### src/design/svpwm_pkg.sv
package svpwm_pkg;

   // field widths
   localparam int AXIS_W    = 16;
   localparam int SECTOR_W  = 3;
   localparam int CSR_W     = 16;
   localparam int CSR_IDX_W = 2;
   localparam int V2_W      = 17;
   localparam int VWIDE_W   = 19;
   localparam int TIME_W    = 18;
   localparam int PROD1_W   = TIME_W + CSR_W;
   localparam int PROD2_W   = PROD1_W + CSR_W;
   localparam int SHIFT     = 27;
   localparam int SCALED_W  = PROD2_W - SHIFT;
   localparam int SUM_W     = SCALED_W + 2;

   // sqrt(3)/2 in q15
   localparam logic signed [31:0] SQRT3_HALF_Q15 = 32'sd28378;

   // phase time saturation limits
   localparam logic signed [VWIDE_W-1:0] T_MAX = 19'sd131071;
   localparam logic signed [VWIDE_W-1:0] T_MIN = -19'sd131072;

   // register indexes
   localparam logic [CSR_IDX_W-1:0] CSR_GAIN   = 2'd0;
   localparam logic [CSR_IDX_W-1:0] CSR_HALF   = 2'd1;
   localparam logic [CSR_IDX_W-1:0] CSR_RELOAD = 2'd2;

   // register reset values
   localparam logic [CSR_W-1:0] GAIN_RESET   = 16'd4096;
   localparam logic [CSR_W-1:0] HALF_RESET   = 16'd4250;
   localparam logic [CSR_W-1:0] RELOAD_RESET = 16'd8500;

   typedef struct packed {
      logic signed [AXIS_W-1:0] u_alpha;
      logic signed [AXIS_W-1:0] u_beta;
   } req_type;

   typedef struct packed {
      logic [SECTOR_W-1:0] sector;
      logic [CSR_W-1:0]    compare_a;
      logic [CSR_W-1:0]    compare_b;
      logic [CSR_W-1:0]    compare_c;
   } rsp_type;

endpackage

### src/design/svpwm_scale.sv
module svpwm_scale (
   input  logic                           clock,
   input  logic [2:0]                     adv,
   input  logic                           t_neg,
   input  logic [svpwm_pkg::TIME_W-1:0]   t_mag,
   input  logic [svpwm_pkg::CSR_W-1:0]    modulation_gain,
   input  logic [svpwm_pkg::CSR_W-1:0]    half_period,
   input  logic [svpwm_pkg::CSR_W-1:0]    auto_reload,
   output logic [svpwm_pkg::CSR_W-1:0]    compare
);
   import svpwm_pkg::*;

   logic                       neg1_ff, neg1_in;
   logic [PROD1_W-1:0]         prod1_ff, prod1_in;
   logic                       neg2_ff, neg2_in;
   logic [SCALED_W-1:0]        scaled_ff, scaled_in;
   logic [PROD2_W-1:0]         prod2;
   logic signed [SUM_W-1:0]    sum;
   logic [CSR_W-1:0]           compare_ff, compare_in;

   // magnitude times gain
   assign neg1_in  = t_neg;
   assign prod1_in = PROD1_W'(t_mag) * PROD1_W'(modulation_gain);

   // times half period, truncate toward zero on the magnitude
   assign prod2     = PROD2_W'(prod1_ff) * PROD2_W'(half_period);
   assign neg2_in   = neg1_ff;
   assign scaled_in = prod2[PROD2_W-1:SHIFT];

   // restore sign, center on half period, clamp to zero and to reload
   always_comb begin
      if (neg2_ff) begin
         sum = $signed({2'b00, SCALED_W'(half_period)}) - $signed({2'b00, scaled_ff});
      end else begin
         sum = $signed({2'b00, SCALED_W'(half_period)}) + $signed({2'b00, scaled_ff});
      end
      if (sum < 0) begin
         compare_in = '0;
      end else if (sum > $signed({2'b00, SCALED_W'(auto_reload)})) begin
         compare_in = auto_reload;
      end else begin
         compare_in = sum[CSR_W-1:0];
      end
   end

   always_ff @(posedge clock) begin
      if (adv[0]) begin
         neg1_ff  <= neg1_in;
         prod1_ff <= prod1_in;
      end
      if (adv[1]) begin
         neg2_ff   <= neg2_in;
         scaled_ff <= scaled_in;
      end
      if (adv[2]) begin
         compare_ff <= compare_in;
      end
   end

   assign compare = compare_ff;

endmodule

### config.mk
export PLATFORM = sky130hd
export DESIGN_NAME = svpwm_scale
export DESIGN_NICKNAME = d
export VERILOG_FILES = /design/src/design/svpwm_pkg.sv /design/src/design/svpwm_scale.sv
export SDC_FILE = /design/constraint.sdc
export NUM_CORES = 2
export LEC_CHECK = 0
export BUFFER_PORTS_ARGS = -buffer_cell sky130_fd_sc_hd__buf_4
export CORE_ASPECT_RATIO = 1.5
export CORE_MARGIN = 4
export CORE_UTILIZATION = 66
export CTS_BUF_LIST = sky130_fd_sc_hd__clkbuf_4 sky130_fd_sc_hd__clkbuf_8
export CTS_CLUSTER_DIAMETER = 200
export DETAILED_ROUTE_END_ITERATION = 10
export GPL_TIMING_DRIVEN = 0
export MAX_ROUTING_LAYER = met4
export PLACE_DENSITY_LB_ADDON = 0.15
export SLEW_MARGIN = 20
export SYNTH_ARGS = -nofsm -noshare
export SYNTH_HDL_FRONTEND = slang
export SYNTH_SLANG_ARGS = --single-unit
### constraint.sdc
create_clock -name clock -period 13.5 [get_ports clock]
set_clock_uncertainty 0.1 [all_clocks]
set_input_delay 2.7 -clock clock [delete_from_list [all_inputs] [get_ports clock]]
set_output_delay 2.7 -clock clock [all_outputs]
set_load 0.1 [all_outputs]
# After elaboration in Yosys (flattened, before gate mapping)
# Index checks and enable logic that the tools add are counted.
[classes] addsub=2 mul=2 n_lt_le_gt_ge=2 n_mux=2
[op_table] operator="34-bit by 16-bit multiplier with 50-bit output" n=1
[op_table] operator="18-bit by 16-bit multiplier with 34-bit output" n=1
[op_table] operator="25-bit by 17-bit greater-than comparator with 1-bit output" n=1
[op_table] operator="25-bit by 1-bit less-than comparator with 1-bit output, second input constant" n=1
[op_table] operator="25-bit 2-to-1 mux" n=1
[op_table] operator="16-bit by 23-bit adder with 24-bit output" n=1
[op_table] operator="16-bit by 23-bit subtractor with 24-bit output" n=1
[op_table] operator="16-bit 2-to-1 mux" n=1
[totals] inputBits=71 regBits=75 output_inout_bits=16 elab_cells=13

# Logic depth before layout (Yosys ltp)
[depth] word_depth=4 ltp_mapped=27 ltp_nobuf=24

# Worst setup path before layout
# Ideal clock, no wire load.
[synth_timing] kind="in2reg" start="input half_period[1] (netlist bit)" end="register scaled_ff[22] (data pin)" setup_time_ns=0.260 path_stages=23 slack_ns=4.489 arrival_time_ns=8.651 required_ns=13.140 n_path_buf=2 path_cell_list="clkbuf_1 > clkbuf_1 > nand2_1 > fa_1 > fa_1 > fa_1 > inv_1 > fa_1 > fa_1 > inv_1 > fa_1 > inv_1 > ha_1 > a2111oi_0 > o21ai_1 > o211ai_1 > a311oi_1 > o211ai_2 > a21oi_1 > or4_1 > a31o_2 > a21oi_2 > xnor2_1"
[synth_via] elab_chain_len=1
[synth_rtl] element="start, declared" line_no="svpwm_scale.sv:7" text="input logic [svpwm_pkg::CSR_W-1:0] half_period,"
[synth_rtl] element="34-bit by 16-bit multiplier with 50-bit output" line_no="svpwm_scale.sv:26" text="assign prod2 = PROD2_W'(prod1_ff) * PROD2_W'(half_period);"
[synth_rtl] element="net prod2[49]" line_no="svpwm_scale.sv:17" text="logic [PROD2_W-1:0] prod2;"
[synth_rtl] element="end signal, assigned" line_no="svpwm_scale.sv:53" text="scaled_ff <= scaled_in;"
[synth_rtl] element="end, declared" line_no="svpwm_scale.sv:16" text="logic [SCALED_W-1:0] scaled_ff, scaled_in;"
# The timed path passes the listed nets, and every way through them passes these cells.
# A chain may end at the register's enable or synchronous reset.

# Worst setup path in the final report
[layout_timing] start="input half_period[9] (netlist bit)" end="register scaled_ff[16] (data pin)"
# Same word-level chain as after synthesis.

==> results.ini <==
[global_route]
grt.total_usage_pct = 38.8
top_usage_layer = met2
use_met1_pct = 39.8
grt_max_degree = 36
use_met2_pct = 68.1
grt_pass1_vias = 27000
grt_util_met3_pct = 4.79
grt-ovfl-total = 0
antenna_found_initial = 4
grt_pass1_wl_um = 143000

[setup_path]
crit_fanout = 10
worstPathRequired_ns = 13.64
reg2reg_setup_slack_ns = 5.34
r2r_end = scaled_ff[16]$_DFFE_PP_
start_kind = input pin
reg2reg_depth = 22
r2r-start = prod1_ff[17]$_DFFE_PP_
crit_type = in -> reg
endpoint_kind = flop
arrival_ns = 10.84

[clock_network]
post_cts_resized = 0
post_cts_buffers = 0
clkSlewWorstSetupHoldPaths_ns = 0.08
root_buffer = clkbuf_8
htree_levels = 3
cts_tree = done
cts_hold_buf = 0
cts.sinks = 75
worstSkewPairLatency_ns = 0.42
cts_buffers = 9
clock_path_buffers = 2

[sta]
slew_headroom_pct = 24.2
tns_ns = 0
layout_min_cycle_time_ns = 10.69
worst_pin_slew_ns = 1.14
hold_viol = 0
rsz0062_at_grt = false
fin_crit_sh_pct = 79.2
finalMaxSlewViolations = 0
setup_viol = 0
fmax_mhz = 93.5

[synthesis]
syn_area_per_cell_um2 = 8.87
synth_cell_types = 76
synth_fp_nets = 4458
ys_seq_area_share_pct = 7.37
synth_area_um2 = 30600
synth.area.top_cells = fa_1 44%, ha_1 11%, inv_1 9.8%
yosysTopAreaCell = fa_1
synthFlopType = edfxtp_1
synth_edf_count = 75
synth-seq-cells = 75
synth_top_area_share_pct = 43.8
yosys-top-cells-count = 801 x inv_1, 669 x fa_1, 580 x nand2_1
yosysWarnings = 0
yosysMostFrequentCell = inv_1
synthArstFlopShare_pct = 0
syn_inst = 3445

[cells_and_area]
regArea_um2 = 2250
fillers = 3688
multi_input_area_um2 = 24700
nets = 4549
area_growth_pct = 5.03
final_layout_size_suffix_gt1_share_pct = 3.45

[placement]
dp_hpwl_um = 77100
gp_congestion = 1.02
io_buffer_count = 80

[outcome]
status = completed

[route]
ant_nets = 0
viasPerCell = 5.86
drt-pass1-iter-count = 8
drt_wl_total_um = 91100
vias = 24200
drtIter0Drc = 1477
drc = 0
routedWlPerCell_um = 22.0

[min_path]
min_to = neg2_ff$_DFFE_PP_
worstHoldPathType = reg -> reg
worstHoldStart = neg1_ff$_DFFE_PP_
holdPathStages = 0

[die]
die_area_um2 = 49900
die_h_um = 272
initial_core_util_pct = 66.8
rows = 96
chipWidth_um = 184
core_region_area_um2 = 45800
pin_count = 87

[run]
maxCapViolCount = 0

-- metal layers --
metal	wire (um)	vias to the layer above
met5	0	-
met2	47200	1255
met4	8500	0
met3	6540	460
met1	28800	12000
li1	-	10500
-- flip-flops by register name, summed over array words and instances, names as in the netlist --
name / cells
neg2_ff: 1
scaled_ff: 23
neg1_ff: 1
compare: 16
prod1_ff: 34
-- worst max-delay path, stage by stage --
cell	delay, ns
buf_4	0.12
clkbuf_1	0.57
clkbuf_1	0.84
nand2_1	0.16
fa_1	0.56
inv_1	0.08
fa_1	0.48
fa_1	0.56
fa_1	0.43
fa_1	0.50
inv_1	0.05
fa_1	0.47
inv_1	0.05
ha_1	0.32
nand4_1	0.18
nor4_1	0.46
nand4b_1	0.27
a311oi_1	0.88
o21bai_1	0.20
a21boi_1	0.23
o21ai_1	0.12
a31oi_1	0.30
a211oi_1	0.12
nor3_1	0.15
-- per-stage QoR --
| step | util [%] | hold WS [ns] | instance area, um2 | std cells | setup WS [ns] |
|---|---|---|---|---|---|
| floorplan | - | 0.300 | 30600 | 3445 | 4.49 |
| finish | 70.2 | 0.337 | 32100 | 4132 | 2.81 |
| CTS | 70.2 | 0.341 | 32100 | 4129 | 3.01 |
| global route | 70.2 | 0.350 | 32100 | 4132 | 2.39 |
| global placement | 69.7 | 0.309 | 31900 | 4113 | 2.67 |
| detailed placement | 69.7 | 0.321 | 31900 | 4113 | 2.58 |
-- logic make-up (layout without fill, tap and decap cells) --
logic type	after synthesis	in the layout	share of synthesized area, %
simple gates	1092	1092	16.9
buf+inv	954	1050	11.8
fa+ha+maj	942	942	55.0
compound gates	299	299	6.45
flops	75	75	7.37
xor+xnor	64	64	1.83
mux	19	19	0.626
other cells	0	3	0
-- layout make-up --
cell class | instances | share of cell area [%]
well taps | 588 | 2.29
plain buffers | 153 | 1.88
flip-flops and latches | 75 | 7.01
clock buffers | 10 | 0.409
inverters | 801 | 9.36
diodes | 3 | 0.0234
repair buffers | 80 | 1.87
multi-input cells | 2416 | 76.9
clock inverters | 6 | 0.199
-- how the worst max path moves through the flow --
stage                         endpoint      startpoint  cells past startpoint  slack (ns)
2_1_floorplan  scaled_ff[22]$_DFFE_PP_  half_period[1]                     23        4.49
3_3_place_gp   scaled_ff[22]$_DFFE_PP_  half_period[9]                     26        2.67
3_5_place_dp   scaled_ff[22]$_DFFE_PP_  half_period[9]                     24        2.58
4_1_cts        scaled_ff[22]$_DFFE_PP_  half_period[9]                     24        3.01
5_1_grt        scaled_ff[16]$_DFFE_PP_  half_period[9]                     24        2.39
6_report       scaled_ff[16]$_DFFE_PP_  half_period[9]                     24        2.81
-- placed cells by master, fill, tap and decap left out, drive strengths merged, types with 16 or more instances in the layout --
cell    count
inv       802
fa        669
nand2     580
and2      331
ha        273
clkbuf    154
a21oi      97
buf        89
edfxtp     75
nor2       67
o21ai      54
xnor2      47
a21o       33
nand3      23
nor3       20
o21a       19
mux2i      18
xor2       17
nand2b     16
Power is not shown: default switching activity piles up to over one toggle a cycle in this logic, so the estimate is an artifact.
